`config.mk`:
```
export PLATFORM = sky130hd
export DESIGN_NAME = cqmf_ctrl
export DESIGN_NICKNAME = d
export VERILOG_FILES = /design/src/sv/cqmf_pkg.sv /design/src/sv/cqmf_ctrl.sv
export SDC_FILE = /design/constraint.sdc
export NUM_CORES = 1
export LEC_CHECK = 0
export ABC_AREA = 1
export BUFFER_PORTS_ARGS = -buffer_cell sky130_fd_sc_hd__buf_2
export CAP_MARGIN = 40
export CELL_PAD_IN_SITES_DETAIL_PLACEMENT = 0
export CELL_PAD_IN_SITES_GLOBAL_PLACEMENT = 1
export CORE_ASPECT_RATIO = 2
export CORE_MARGIN = 4
export CORE_UTILIZATION = 43
export DETAILED_ROUTE_END_ITERATION = 8
export HOLD_SLACK_MARGIN = 0.08
export PLACE_DENSITY_LB_ADDON = 0.1
export SLEW_MARGIN = 15
export SYNTH_ARGS = -nofsm -noshare
export SYNTH_HDL_FRONTEND = slang
export SYNTH_SLANG_ARGS = --single-unit
```
`constraint.sdc`:
```
create_clock -name i_clk -period 3.2 [get_ports i_clk]
set_clock_uncertainty 0.1 [all_clocks]
set_input_delay 0.48 -clock i_clk [delete_from_list [all_inputs] [get_ports i_clk]]
set_output_delay 0.48 -clock i_clk [all_outputs]
set_load 0.01 [all_outputs]
```
`src/sv/cqmf_pkg.sv`:
```
// shared constants, types and rom builder for the complex qmf analysis bank
package cqmf_pkg;

    localparam int SUBBANDS_DEF    = 64;
    localparam int TAPS_DEF        = 640;
    localparam int SAMPLE_BITS_DEF = 24;

    localparam int REQ_W      = 2;
    localparam int SAMPLE_W   = 24;
    localparam int COEF_BITS  = 24;
    localparam int HIST_AW    = 10;
    localparam int U_AW       = 7;
    localparam int ROM_AW     = 9;
    localparam int SUB_W      = 6;
    localparam int U_BITS     = 32;
    localparam int ROM_BITS   = 24;
    localparam int OP_BITS    = 32;
    localparam int PROD_BITS  = OP_BITS + ROM_BITS;
    localparam int ACC_BITS   = 64;
    localparam int OUT_BITS   = 40;
    localparam int OUT_SHIFT  = 22;

    localparam logic signed [ACC_BITS-1:0] OUT_MAX  = 64'sd549755813887;
    localparam logic signed [ACC_BITS-1:0] OUT_MIN  = -64'sd549755813888;
    localparam logic signed [ACC_BITS-1:0] OUT_HALF = 64'sd1 <<< (OUT_SHIFT - 1);

    localparam longint          Q30_ONE    = 64'sd1073741824;
    localparam longint unsigned PIHALF_Q30 = 64'd1686629713;

    localparam longint unsigned SinDiv [1:9] = '{64'd6, 64'd20, 64'd42, 64'd72, 64'd110,
                                                  64'd156, 64'd210, 64'd272, 64'd342};
    localparam longint unsigned CosDiv [1:9] = '{64'd2, 64'd12, 64'd30, 64'd56, 64'd90,
                                                  64'd132, 64'd182, 64'd240, 64'd306};

    typedef enum logic [REQ_W-1:0] {
        REQ_SAMPLE = 2'd0,
        REQ_COEF   = 2'd1,
        REQ_CLEAR  = 2'd2
    } t_req;

    typedef struct packed {
        logic               hist_clr;
        logic [HIST_AW-1:0] clr_addr;
        logic               smp_wr;
        logic               coef_wr;
        logic               fold_rd;
        logic [HIST_AW-1:0] tap;
        logic [U_AW-1:0]    fold_n;
        logic               fold_zero;
        logic               mod_rd;
        logic [U_AW-1:0]    mod_n;
        logic [ROM_AW-1:0]  mod_m;
        logic               first;
        logic               last;
        logic [SUB_W-1:0]   k;
    } t_dp_cmd;

    typedef struct packed {
        logic busy;
        logic res_full;
    } t_dp_sts;

    function automatic longint to_q22(input longint v);
        longint t;
        t = v;
        if (t < 0) t = 0;
        if (t > Q30_ONE) t = Q30_ONE;
        return (t + 64'sd128) >>> 8;
    endfunction

    // {cos, sin} in q2.22 for one phase fraction of a full turn
    function automatic logic [2*ROM_BITS-1:0] rom_entry(input longint unsigned p);
        longint unsigned r;
        longint unsigned x;
        longint unsigned ts;
        longint unsigned tc;
        longint          s;
        longint          c;
        longint          cv;
        longint          sv;
        logic [1:0]      quad;
        logic [ROM_BITS-1:0] co;
        logic [ROM_BITS-1:0] si;
        quad = p[31:30];
        r    = p & 64'h3FFF_FFFF;
        x    = (r * PIHALF_Q30) >> 30;
        s    = longint'(x);
        c    = Q30_ONE;
        ts   = x;
        tc   = 64'(Q30_ONE);
        for (int i = 1; i <= 9; i++) begin
            ts = ((((ts * x) >> 30) * x) >> 30) / SinDiv[i];
            tc = ((((tc * x) >> 30) * x) >> 30) / CosDiv[i];
            if (i % 2 == 1) begin
                s = s - longint'(ts);
                c = c - longint'(tc);
            end else begin
                s = s + longint'(ts);
                c = c + longint'(tc);
            end
        end
        cv = to_q22(c);
        sv = to_q22(s);
        unique case (quad)
            2'd0: begin co = ROM_BITS'(cv);  si = ROM_BITS'(sv);  end
            2'd1: begin co = ROM_BITS'(-sv); si = ROM_BITS'(cv);  end
            2'd2: begin co = ROM_BITS'(-cv); si = ROM_BITS'(-sv); end
            default: begin co = ROM_BITS'(sv); si = ROM_BITS'(-cv); end
        endcase
        return {co, si};
    endfunction

endpackage

```
`src/sv/cqmf_ctrl.sv`:
```
// sequencer for history clearing, window fold and modulation passes
module cqmf_ctrl #(
    parameter int SUBBANDS = cqmf_pkg::SUBBANDS_DEF,
    parameter int TAPS     = cqmf_pkg::TAPS_DEF
) (
    input  logic                        i_clk,
    input  logic                        i_rst_n,
    input  logic                        i_valid,
    input  logic [cqmf_pkg::REQ_W-1:0]  i_req_type,
    output logic                        o_ready,
    output cqmf_pkg::t_dp_cmd           o_cmd,
    input  cqmf_pkg::t_dp_sts           i_sts
);
    import cqmf_pkg::*;

    localparam int NU        = 2 * SUBBANDS;
    localparam int FOLDS     = TAPS / NU;
    localparam int FOLD_ISS  = (FOLDS == 0) ? 1 : FOLDS;
    localparam bit FOLD_ZERO = (FOLDS == 0);
    localparam int ROM_SIZE  = 8 * SUBBANDS;
    localparam int TW        = $clog2(TAPS);
    localparam int NW        = $clog2(NU);
    localparam int MW        = $clog2(ROM_SIZE);
    localparam int KW        = $clog2(SUBBANDS);
    localparam int JW        = (FOLD_ISS > 1) ? $clog2(FOLD_ISS) : 1;

    typedef enum logic [6:0] {
        ST_CLEAR  = 7'b000_0001,
        ST_IDLE   = 7'b000_0010,
        ST_FOLD   = 7'b000_0100,
        ST_FDRAIN = 7'b000_1000,
        ST_MOD    = 7'b001_0000,
        ST_MDRAIN = 7'b010_0000,
        ST_OUT    = 7'b100_0000
    } t_state;

    t_state          r_state, n_state;
    logic [KW-1:0]   r_pos, n_pos;
    logic [TW-1:0]   r_clr, n_clr;
    logic [NW-1:0]   r_n, n_n;
    logic [JW-1:0]   r_j, n_j;
    logic [TW-1:0]   r_t, n_t;
    logic [KW-1:0]   r_k, n_k;
    logic [MW-1:0]   r_m, n_m;
    logic            w_accept;
    logic [KW-1:0]   w_k_next;
    logic [KW+1:0]   w_step;
    logic [MW:0]     w_msum;

    assign o_ready  = (r_state == ST_IDLE);
    assign w_accept = i_valid && o_ready;
    assign w_k_next = r_k + KW'(1);
    assign w_step   = {r_k, 2'b10};
    assign w_msum   = (MW+1)'(r_m) + (MW+1)'(w_step);

    always_comb begin
        n_state = r_state;
        n_pos   = r_pos;
        n_clr   = r_clr;
        n_n     = r_n;
        n_j     = r_j;
        n_t     = r_t;
        n_k     = r_k;
        n_m     = r_m;
        o_cmd   = '0;
        o_cmd.k = SUB_W'(r_k);
        unique case (r_state)
            ST_CLEAR: begin
                o_cmd.hist_clr = 1'b1;
                o_cmd.clr_addr = HIST_AW'(r_clr);
                if (r_clr == TW'(TAPS - 1)) begin
                    n_clr   = '0;
                    n_state = ST_IDLE;
                end else begin
                    n_clr = r_clr + TW'(1);
                end
            end
            ST_IDLE: begin
                if (w_accept) begin
                    unique case (i_req_type)
                        REQ_SAMPLE: begin
                            o_cmd.smp_wr = 1'b1;
                            if (r_pos == KW'(SUBBANDS - 1)) begin
                                n_pos   = '0;
                                n_state = ST_FOLD;
                            end else begin
                                n_pos = r_pos + KW'(1);
                            end
                        end
                        REQ_COEF: o_cmd.coef_wr = 1'b1;
                        REQ_CLEAR: begin
                            n_pos   = '0;
                            n_clr   = '0;
                            n_state = ST_CLEAR;
                        end
                        default: ;
                    endcase
                end
            end
            ST_FOLD: begin
                o_cmd.fold_rd   = 1'b1;
                o_cmd.tap       = HIST_AW'(r_t);
                o_cmd.fold_n    = U_AW'(r_n);
                o_cmd.fold_zero = FOLD_ZERO;
                o_cmd.first     = (r_j == '0);
                o_cmd.last      = (r_j == JW'(FOLD_ISS - 1));
                if (r_j == JW'(FOLD_ISS - 1)) begin
                    n_j = '0;
                    if (r_n == NW'(NU - 1)) begin
                        n_n     = '0;
                        n_t     = '0;
                        n_state = ST_FDRAIN;
                    end else begin
                        n_n = r_n + NW'(1);
                        n_t = FOLD_ZERO ? '0 : TW'(r_n) + TW'(1);
                    end
                end else begin
                    n_j = r_j + JW'(1);
                    n_t = r_t + TW'(NU);
                end
            end
            ST_FDRAIN: begin
                if (!i_sts.busy) n_state = ST_MOD;
            end
            ST_MOD: begin
                o_cmd.mod_rd = 1'b1;
                o_cmd.mod_n  = U_AW'(r_n);
                o_cmd.mod_m  = ROM_AW'(r_m);
                o_cmd.first  = (r_n == '0);
                o_cmd.last   = (r_n == NW'(NU - 1));
                n_m = (w_msum >= (MW+1)'(ROM_SIZE)) ? MW'(w_msum - (MW+1)'(ROM_SIZE))
                                                    : MW'(w_msum);
                if (r_n == NW'(NU - 1)) begin
                    n_n     = '0;
                    n_state = ST_MDRAIN;
                end else begin
                    n_n = r_n + NW'(1);
                end
            end
            ST_MDRAIN: begin
                n_m = r_m;
                if (!i_sts.busy) n_state = ST_OUT;
            end
            ST_OUT: begin
                if (!i_sts.res_full) begin
                    if (r_k == KW'(SUBBANDS - 1)) begin
                        n_k     = '0;
                        n_m     = MW'(ROM_SIZE - 1);
                        n_state = ST_IDLE;
                    end else begin
                        n_k     = w_k_next;
                        n_m     = MW'(ROM_SIZE - 1) - MW'({w_k_next, 1'b0});
                        n_state = ST_MOD;
                    end
                end
            end
            default: n_state = ST_CLEAR;
        endcase
    end

    // phase restarts for each subband, so m is reloaded at the end of each pass
    always_ff @(posedge i_clk) begin
        if (!i_rst_n) begin
            r_state <= ST_CLEAR;
            r_pos   <= '0;
            r_clr   <= '0;
            r_n     <= '0;
            r_j     <= '0;
            r_t     <= '0;
            r_k     <= '0;
            r_m     <= MW'(ROM_SIZE - 1);
        end else begin
            r_state <= n_state;
            r_pos   <= n_pos;
            r_clr   <= n_clr;
            r_n     <= n_n;
            r_j     <= n_j;
            r_t     <= n_t;
            r_k     <= n_k;
            r_m     <= (r_state == ST_MOD && r_n == NW'(NU - 1)) ? r_m : n_m;
        end
    end

endmodule

```
==> results of run 1 <==
## report_power, final
group | switching [mW] | total [mW] | internal, mW
Clock | 0.311 | 0.927 | 0.616
Sequential | 0.0899 | 0.907 | 0.817
Combinational | 0.964 | 1.39 | 0.424
Total | 1.37 | 3.22 | 1.86
## through the flow
stage,hold WS (ns),instance area (µm²)
2_1_floorplan,0.299,3730
3_3_place_gp,0.335,4120
3_5_place_dp,0.337,4120
4_1_cts,0.350,4400
5_1_grt,0.385,4400
6_report,0.344,4400
## worst max-delay path, stage by stage (launching register included)
cell	delay, ns
dfxtp_1	0.31
inv_1	0.12
nand2_2	0.09
nor2_4	0.21
nand2_2	0.22
inv_1	0.22
nand3b_1	0.13
o41ai_1	0.08
buf_2	0.19
## sequential cells by signal, summed over array words and instances (netlist names)
register  flops
r_m           9
r_state       7
r_pos         6
r_n           7
r_k           6
r_clr        10
r_t          10
r_j           3
## metal layers
layer | GRT usage [%] | wire length, µm | vias up
li1 | - | - | 1954
met1 | 22.8 | 4010 | 1672
met2 | 38.8 | 5670 | 93
met3 | 3.75 | 391 | 16
met4 | 8.21 | 216 | 0
met5 | 0 | 0 | -
## worst paths after layout
path,from,to,cells past startpoint
setup / recovery,r_state[5],o_cmd[7],8
hold / removal,r_m[0],r_m[0],2
setup reg to reg,r_state[5],r_clr[9],10
hold reg to reg,r_m[0],r_m[0],2
## logic make-up after synthesis
group	after synthesis	synth area share [%]
fa+ha+maj	15	5.24
buf+inv	100	10.8
simple gates	303	37.4
xor+xnor	8	1.88
other cells	1	0.101
flops	58	31.2
compound gates	89	13.5
## cell type report
cell class / instances / area (µm²) / share of cell area [%]
Clock buffer: 12 / 246 / 5.60
Clock inverter: 3 / 40.0 / 0.910
Inverter: 87 / 329 / 7.48
Multi-Input combinational cell: 416 / 2160 / 49.2
Sequential cell: 58 / 1160 / 26.4
Tap cell: 98 / 123 / 2.79
Timing Repair Buffer: 66 / 338 / 7.67
## cells in the final DEF, fill, tap and decap left out, drive strengths merged, types with 2 or more instances in the layout
| cell | n |
|---|---|
| inv | 87 |
| nor3b | 2 |
| clkbuf | 12 |
| a21oi | 40 |
| o32ai | 2 |
| o22ai | 3 |
| ha | 14 |
| buf | 66 |
| xor2 | 7 |
| o211ai | 4 |
| nor2 | 115 |
| dfxtp | 58 |
| nand3 | 45 |
| clkinv | 2 |
| nand3b | 3 |
| nand4 | 4 |
| nand2 | 127 |
| o21ai | 30 |
| nor3 | 7 |
| a211oi | 6 |
==> summary.md, run 1 <==
| Metric | Value |
|---|---|
| Via density | 5.05 |
| Tot Pwr | 3.22 mW |
| Crit-path max FO | 11 |
| Worst setup margin | just over 0.7 ns |
| RSZ-0062 raised after global routing | false |
| Final ANT Viol Nets | 0 |
| Setup slack, reg-to-reg | 0.98 ns |
| Synth-to-layout area growth | 18.1% |
| Sequential-to-total area share from yosys stat | 31.2% |
| Syn_area_per_cell | about 6.5 µm² |
| #FFs+latches synth | 58 |
| CP arrival | 1.90 ns |
| CTS Hold Buffers Added | 0 |
| Share of post-route cells with drive strength above 1 | 18.7% |
| Die Ht | 140 µm |
| Max VDD drop | about 0.41 mV |
| Crit end category | output port |
| Primary FF master, synth | dfxtp_1 |
| Num rows | 47 |
| Max Clock Freq | approximately 0.40 GHz |
| Worst min path class | reg2reg |
| Clk slew on worst S/H paths | roughly 0.050 ns |
| DRC violations left | 0 |
| Critical Path RT | 2.62 ns |
| Die width | 73.8 µm |
| # resized after CTS | 0 |
| Vias in the first global route | 3751 |
| Static leakage | 2.22 nW |
| Synth top area cells | dfxtp_1 (31%), nand2_1 (12%), nor2_1 (10%), inv_1 (8.0%), a21oi_1 (5.4%) |
| Largest net degree at the start of global routing | 32 |
| CTS tree | yes |
| Most common cell in the netlist | nand2_1 |
| RePlAce Congestion | approximately 0.87 |
| Gr usage total | 21.1% |
| Share of the synthesized area in the top cell type | 31.2% |
| Util after Layout | 52.7% |
| Relative max-transition margin | a little over half |
| WL/cell | 13.9 µm |
| TNS Setup | 0 ns |
| DP Cell Count | 725 |
| DRT Pass-1 Iters | 4 |
| Initial DRC Count | 138 |
| Top cells by count, synth | nand2_1 (115), nor2_1 (102), inv_1 (79) |
| Clk buf depth | 2 |
| Dominant cell type by area after synthesis | dfxtp_1 |
| Startpoint Class | flop |
| DP HPWL | 7960 µm |
| Hold Vio Cnt, Final | 0 |
| Initial Util | 44.6% |
| H-tree levels | 3 |
| DIE AREA | 0.0103 mm² |
| Final Instance Count excl. Fillers | 740 |
| Setup Viol. Count Final | 0 |
| Setup CP Type | reg2out |
| Core area | around 0.0084 mm² |
| Post-synth EDFFs | 0 |
| Drt total wl | slightly above 10000 µm |
| Gr ovfl total | 0 |
| First-pass GRT wire length | 17200 µm |
| Vias post-DR | between 3k and 4k |
| Status | finished clean |
| CTS Sinks | 58 |
| Post-synth ARST share | 0% |
| # IOs | 65 |
| Root Driver | clkbuf_16 |
| Synthesized area | 0.00373 mm² |
| PortBufs | 63 |
| Post-Syn Nets | 596 |
| Mapped Cells | 574 |
| CTS Buf Count | 9 |
| Worst-Margin Slew | around 0.68 ns |
| Antenna Cells | 0 |
| Crit path time final | 2.48 ns |
| Final period util | 77.3% |
| Nets | 660 |
| Setup bufs post-CTS | 0 |
| Synth warn | 0 |
| Synth cell types | just over 40 |
| Post-Place Setup Slack | 0.968 ns |
| Worst skew pair latency | 0.32 ns |
| Final Max Slew Viols | 0 |
| Antenna violations before repair | 0 |
| Power density over the cells | between 700 and 800 mW/mm² |
| Max-cap violations | 0 |
| Fill count | 887 |
Power figures use the tool's default switching activity.
==> inputs of run 2 (changes only) <==
--- a/config.mk
+++ b/config.mk
@@ -12,7 +12,7 @@
 export CELL_PAD_IN_SITES_GLOBAL_PLACEMENT = 1
 export CORE_ASPECT_RATIO = 2
 export CORE_MARGIN = 4
-export CORE_UTILIZATION = 43
+export CORE_UTILIZATION = 36
 export DETAILED_ROUTE_END_ITERATION = 8
 export HOLD_SLACK_MARGIN = 0.08
 export PLACE_DENSITY_LB_ADDON = 0.1
==> constraint.sdc (replaced) <==
create_clock -name i_clk -period 2.25 [get_ports i_clk]
set_clock_uncertainty 0.1 [all_clocks]
set_input_delay 0.3375 -clock i_clk [delete_from_list [all_inputs] [get_ports i_clk]]
set_output_delay 0.3375 -clock i_clk [all_outputs]
set_load 0.01 [all_outputs]
==> summary.md, run 2 (synthesized netlist as in run 1, its figures left out) <==
| Metric | Value |
|---|---|
| Status | finished clean (unchanged) |
| Final Instance Count excl. Fillers | 792 (was 740) |
| Setup Viol. Count Final | 0 (unchanged) |
| H-tree levels | 3 (unchanged) |
| Cell area after layout | 0.00464 mm² (was 0.00440 mm²) |
| Final period util | between 90 and 100% |
| Antenna Cells | 0 (unchanged) |
| First-pass GRT wire length | 18100 µm (was 17200 µm) |
| Static leakage | 2.32 nW (was 2.22 nW) |
| Most common cell on crit path | nand2_1 |
| RSZ-0062 raised after global routing | false (unchanged) |
| PortBufs | 63 (unchanged) |
| DP HPWL | 8550 µm (was 7960 µm) |
| DP Cell Count | 771 (was 725) |
| Die Ht | 152 µm (was 140 µm) |
| Crit path time final | roughly 2.1 ns |
| Final ANT Viol Nets | 0 (unchanged) |
| DIE AREA | 0.0121 mm² (was 0.0103 mm²) |
| Largest regs | r_clr: 10 flops, r_t: 10 flops, r_m: 9 flops (unchanged) |
| Clk buf depth | 2 (unchanged) |
| Startpoint Class | flop (unchanged) |
| Initial DRC Count | 134 (was 138) |
| Gr usage total | 18.7% (was 21.1%) |
| CP max stage cell | dfxtp_2 (was dfxtp_1) |
| WL/cell | 13.6 µm (was 13.9 µm) |
| Largest net degree at the start of global routing | 22 (was 32) |
| Commonest cells after routing, fill and taps aside | nand2_1 (114), nor2_1 (102), inv_1 (77), buf_2 (63), dfxtp_1 (56) (was nand2_1 (115), nor2_1 (102), inv_1 (79), buf_2 (63), dfxtp_1 (58)) |
| Die width | 80.0 µm (was 73.8 µm) |
| Max-cap violations | 0 (unchanged) |
| Crit end category | output port (unchanged) |
| CTS tree | yes (unchanged) |
| DRC violations left | 0 (unchanged) |
| Tot Pwr | 5.00 mW (was 3.22 mW) |
| Max VDD drop | 0.509 mV (was 0.406 mV) |
| Fill count | 1120 (was 887) |
| CP arrival | 1.66 ns (was 1.90 ns) |
| Num rows | 52 (was 47) |
| Power density over the cells | 1080 mW/mm² (was 732 mW/mm²) |
| Antenna violations before repair | 0 (unchanged) |
| TNS Setup | 0 ns (unchanged) |
| Hold Vio Cnt, Final | 0 (unchanged) |
| Root Driver | clkbuf_16 (unchanged) |
| Gr ovfl total | 0 (unchanged) |
| Setup CP Type | reg2out (unchanged) |
| # IOs | 65 (unchanged) |
| Crit-path max FO | 6 (was 11) |
| Vias post-DR | 3768 (was 3735) |
| Critical Path RT | 1.81 ns (was 2.62 ns) |
| Drt total wl | 10800 µm (was 10300 µm) |
| Leading cell type in the layout, fill and taps excluded | nand2_1 (unchanged) |
| CP max stage delay | 0.34 ns (was 0.31 ns) |
| Nets | 674 (was 660) |
| DRT Pass-1 Iters | 4 (unchanged) |
| Worst-path cell chain | ha_2 > nand2_1 > nor2_4 > nand2_2 > inv_1 > nand2_1 > nand2_1 > buf_2 (was inv_1 > nand2_2 > nor2_4 > nand2_2 > inv_1 > nand3b_1 > o41ai_1 > buf_2) |
| Final Max Slew Viols | 0 (unchanged) |
| Via density | 4.76 (was 5.05) |
| Worst min path class | in2reg (was reg2reg) |
| Core area | 0.0101 mm² (was 0.00835 mm²) |
| CTS Sinks | 58 (unchanged) |
| CTS Buf Count | 9 (unchanged) |
| RePlAce Congestion | 0.788 (was 0.870) |
| Vias in the first global route | 3785 (was 3751) |
| Initial Util | 36.7% (was 44.6%) |
| Share of post-route cells with drive strength above 1 | 21.8% (was 18.7%) |
| Clk slew on worst S/H paths | 0.05 ns (about the same) |
| DP Area | 0.00423 mm² (was 0.00412 mm²) |
| Synth-to-layout area growth | 24.5% (was 18.1%) |
| Worst skew pair latency | 0.33 ns (was 0.32 ns) |
| CTS Hold Buffers Added | 0 (unchanged) |
| Max Clock Freq | around 0.48 GHz |
==> run 2: area by class of cell <==
cell class	count	area, µm²	area share [%]
tap	135	169	3.64
clock buffer	12	256	5.53
timing repair buffer	80	447	9.63
multi-input combinational	416	2190	47.3
inverter	87	337	7.25
clock inverter	4	73.8	1.59
sequential	58	1160	25.1
==> run 2: power by group <==
part | internal (mW) | leakage, nW | switching, mW
registers | 1.16 | 0.471 | 0.122
logic | 0.783 | 1.69 | 1.42
clock network | 1.03 | 0.163 | 0.483
==> run 2: what timing repair did <==
action / in CTS / in global routing
pin swaps: 0 / 3
cloned: 0 / 0
endpoints found under the setup margin: 1 / 20
gates resized for setup: 2 / 12
setup buffers: 0 / 5
==> run 2: worst max-delay path: cells and delay by family (launching register included) <==
family,cells,cell delay (ns)
AND/OR/NAND/NOR,5,0.59
flip-flops,1,0.34
buffers and inverters,2,0.24
adder cells (fa/ha/maj),1,0.18
==> run 2: through the flow <==
| step | hold slack (ns) | utilization [%] | setup slack (ns) |
|---|---|---|---|
| floorplan | 0.299 | - | 0.439 |
| global route | 0.259 | 45.7 | 0.0109 |
| global placement | 0.313 | 41.7 | 0.300 |
| CTS | 0.221 | 45.0 | 0.00288 |
| finish | 0.230 | 45.7 | 0.148 |
| detailed placement | 0.323 | 41.7 | 0.253 |
==> run 2: routing by layer <==
| layer | global-route usage (%) | share of wire [%] |
|---|---|---|
| met5 | 0 | 0 |
| met4 | 6.53 | 2.4 |
| met3 | 3.14 | 3.1 |
| met2 | 35.9 | 56 |
| met1 | 19.4 | 39 |
==> run 2: final timing paths <==
kind            startpoint       end  slack (ns)  cells past startpoint
max                 r_n[0]  o_cmd[6]        0.15                      8
min          i_req_type[1]  r_pos[1]        0.23                      4
max reg2reg     r_state[2]    r_k[3]        0.37                      7
min reg2reg         r_m[0]    r_m[0]        0.33                      2
==> inputs of run 3 (changes only) <==
--- a/config.mk
+++ b/config.mk
@@ -15,7 +15,7 @@
 export CORE_UTILIZATION = 36
 export DETAILED_ROUTE_END_ITERATION = 8
 export HOLD_SLACK_MARGIN = 0.08
-export PLACE_DENSITY_LB_ADDON = 0.1
+export PLACE_DENSITY_LB_ADDON = 0.3
 export SLEW_MARGIN = 15
 export SYNTH_ARGS = -nofsm -noshare
 export SYNTH_HDL_FRONTEND = slang
==> summary.md, run 3 (synthesized netlist as in run 1, its figures left out) <==
| Metric | Value |
|---|---|
| CTS tree | yes (unchanged) |
| Crit end category | output port (unchanged) |
| Reg2reg end | r_clr[9] (was r_k[3]) |
| CP arrival | 1.71 ns (was 1.66 ns) |
| Max-cap violations | 0 (unchanged) |
| DRC violations left | 0 (unchanged) |
| Worst skew pair latency | 0.33 ns (about the same) |
| First-pass GRT wire length | 18100 µm (about the same) |
| Largest regs | r_clr: 10 flops, r_t: 10 flops, r_m: 9 flops (unchanged) |
| H-tree levels | 3 (unchanged) |
| Antenna Cells | 0 (unchanged) |
| DIE AREA | 0.0121 mm² (unchanged) |
| Vias post-DR | 3833 (was 3768) |
| Num rows | 52 (unchanged) |
| Final ANT Viol Nets | 0 (unchanged) |
| DRT Pass-1 Iters | 4 (unchanged) |
| Max VDD drop | 0.492 mV (was 0.509 mV) |
| RSZ-0062 raised after global routing | true (was false) |
| Die Ht | 152 µm (unchanged) |
| Gr ovfl total | 0 (unchanged) |
| Via density | 4.84 (was 4.76) |
| Vias in the first global route | 3868 (was 3785) |
| Antenna violations before repair | 0 (unchanged) |
| Setup Viol. Count Final | 0 (unchanged) |
| Static leakage | 2.30 nW (was 2.32 nW) |
| PortBufs | 63 (unchanged) |
| DP HPWL | 8600 µm (was 8550 µm) |
| Drt total wl | 11000 µm (was 10800 µm) |
| Root Driver | clkbuf_16 (unchanged) |
| CTS Sinks | 58 (unchanged) |
| Fill count | 1125 (was 1120) |
| CTS Buf Count | 9 (unchanged) |
| Crit-path max FO | 9 (was 6) |
| DP Area | 0.00423 mm² (unchanged) |
| TNS Setup | 0 ns (unchanged) |
| Status | finished clean (unchanged) |
| Setup CP Type | reg2out (unchanged) |
| Most common cell on crit path | nor2_4 (was nand2_1) |
| Crit path time final | 2.15 ns (was 2.10 ns) |
| Largest net degree at the start of global routing | 32 (was 22) |
| Share of post-route cells with drive strength above 1 | 20.9% (was 21.8%) |
| Power density over the cells | 1050 mW/mm² (was 1080 mW/mm²) |
| WL/cell | 13.9 µm (was 13.6 µm) |
| # IOs | 65 (unchanged) |
| Setup slack, reg-to-reg | 0.36 ns (was 0.37 ns) |
| RePlAce Congestion | 0.828 (was 0.788) |
| CTS Hold Buffers Added | 0 (unchanged) |
| Die width | 80.0 µm (unchanged) |
| WHS Endpoint | r_pos[1] (unchanged) |
| CP max stage delay | 0.34 ns (about the same) |
| CP max stage cell | dfxtp_1 (was dfxtp_2) |
| Hold Vio Cnt, Final | 0 (unchanged) |
| Register-to-Register Path Depth | 11 (was 7) |
| Initial Util | 36.7% (unchanged) |
| Commonest cells after routing, fill and taps aside | nand2_1 (115), nor2_1 (102), inv_1 (79), buf_2 (63), dfxtp_1 (58) (was nand2_1 (114), nor2_1 (102), inv_1 (77), buf_2 (63), dfxtp_1 (56)) |
| Gr usage total | 19.0% (was 18.7%) |
| Critical Path RT | 1.81 ns (about the same) |
| Final Max Slew Viols | 0 (unchanged) |
| Initial DRC Count | 147 (was 134) |
| Fin Hold WS | 0.236 ns (was 0.230 ns) |
| Hold_sp | i_req_type[1] (unchanged) |
| Worst min path class | in2reg (unchanged) |
| Core area | 0.0101 mm² (unchanged) |
| Reg2Reg Launch Point | r_state[5] (was r_state[2]) |
| Startpoint Class | flop (unchanged) |
| Cell area after layout | 0.00459 mm² (was 0.00464 mm²) |
| Clk buf depth | 2 (unchanged) |
| Leading cell type in the layout, fill and taps excluded | nand2_1 (unchanged) |
| Hold path cells | 4 (unchanged) |
| Worst-path cell chain | nor2_4 > nand2_1 > nor2_4 > inv_2 > o41ai_2 > buf_2 (was ha_2 > nand2_1 > nor2_4 > nand2_2 > inv_1 > nand2_1 > nand2_1 > buf_2) |
| Max Clock Freq | 0.465 GHz (was 0.476 GHz) |
| Final period util | 95.6% (was 93.4%) |
| Synth-to-layout area growth | 23.1% (was 24.5%) |
| Clk slew on worst S/H paths | 0.05 ns (about the same) |
| Util after Layout | 45.2% (was 45.7%) |
| Nets | 674 (unchanged) |
==> run 3: cell types whose count changed in the layout (fill, tap and decap cells not counted), moves of 2 or more <==
| cell | previous run | this run |
|---|---|---|
| dfxtp_2 | 2 | 0 |
| inv_1 | 77 | 79 |
| dfxtp_1 | 56 | 58 |
| clkinv_2 | 1 | 3 |
==> run 3: per-stage QoR <==
step / power [mW] / worst slack [ns] / cells
after floorplan: 2.84 / 0.439 / 574
after global placement: 3.37 / 0.235 / 771
after detailed placement: 3.38 / 0.273 / 771
after CTS: 4.78 / 0.0216 / 787
after global routing: 5.22 / -0.0388 / 792
final: 4.83 / 0.0987 / 792
==> run 3: where the power goes <==
| group | switching, mW | internal, mW | leakage (nW) |
|---|---|---|---|
| sequential | 0.124 | 1.16 | 0.470 |
| combinational | 1.42 | 0.750 | 1.68 |
| clock | 0.493 | 0.883 | 0.149 |
==> run 3: worst max-delay path: cells and delay by family, from the launching register on <==
family	cells	cell delay [ns]
compound gates	1	0.30
simple gates	3	0.42
buf+inv	2	0.32
flops	1	0.34
==> run 3: per-layer routing <==
layer / part of all wire [%] / wire length [µm] / track usage, %
met5: 0 / 0 / 0
met4: 2.9 / 320 / 7.98
met3: 3.1 / 342 / 3.97
met2: 56 / 6120 / 35.7
met1: 38 / 4210 / 19.3
==> run 3: worst max-delay path by stage <==
stage / start / end
finish: r_state[2] / o_cmd[7]
global route: r_state[1] / o_cmd[6]
CTS: r_state[2] / o_cmd[7]
detailed placement: r_state[2] / o_cmd[7]
global placement: r_state[2] / o_cmd[7]
floorplan: r_state[2] / o_cmd[7]
==> run 3: cell type report <==
class                           count  area [µm²]  area share, %
Sequential cell                    58        1160           25.3
Clock buffer                       11         243           5.29
Clock inverter                      5        53.8           1.17
Inverter                           87         329           7.17
Timing Repair Buffer               80         443           9.65
Multi-Input combinational cell    416        2190           47.7
Tap cell                          135         169           3.68
==> run 3: repair_timing <==
| item | CTS | global route |
|---|---|---|
| setup buffers | 0 | 5 |
| pin swaps | 0 | 2 |
| setup endpoints to repair | 1 | 14 |
| gates resized for setup | 1 | 3 |
| gates cloned | 0 | 0 |
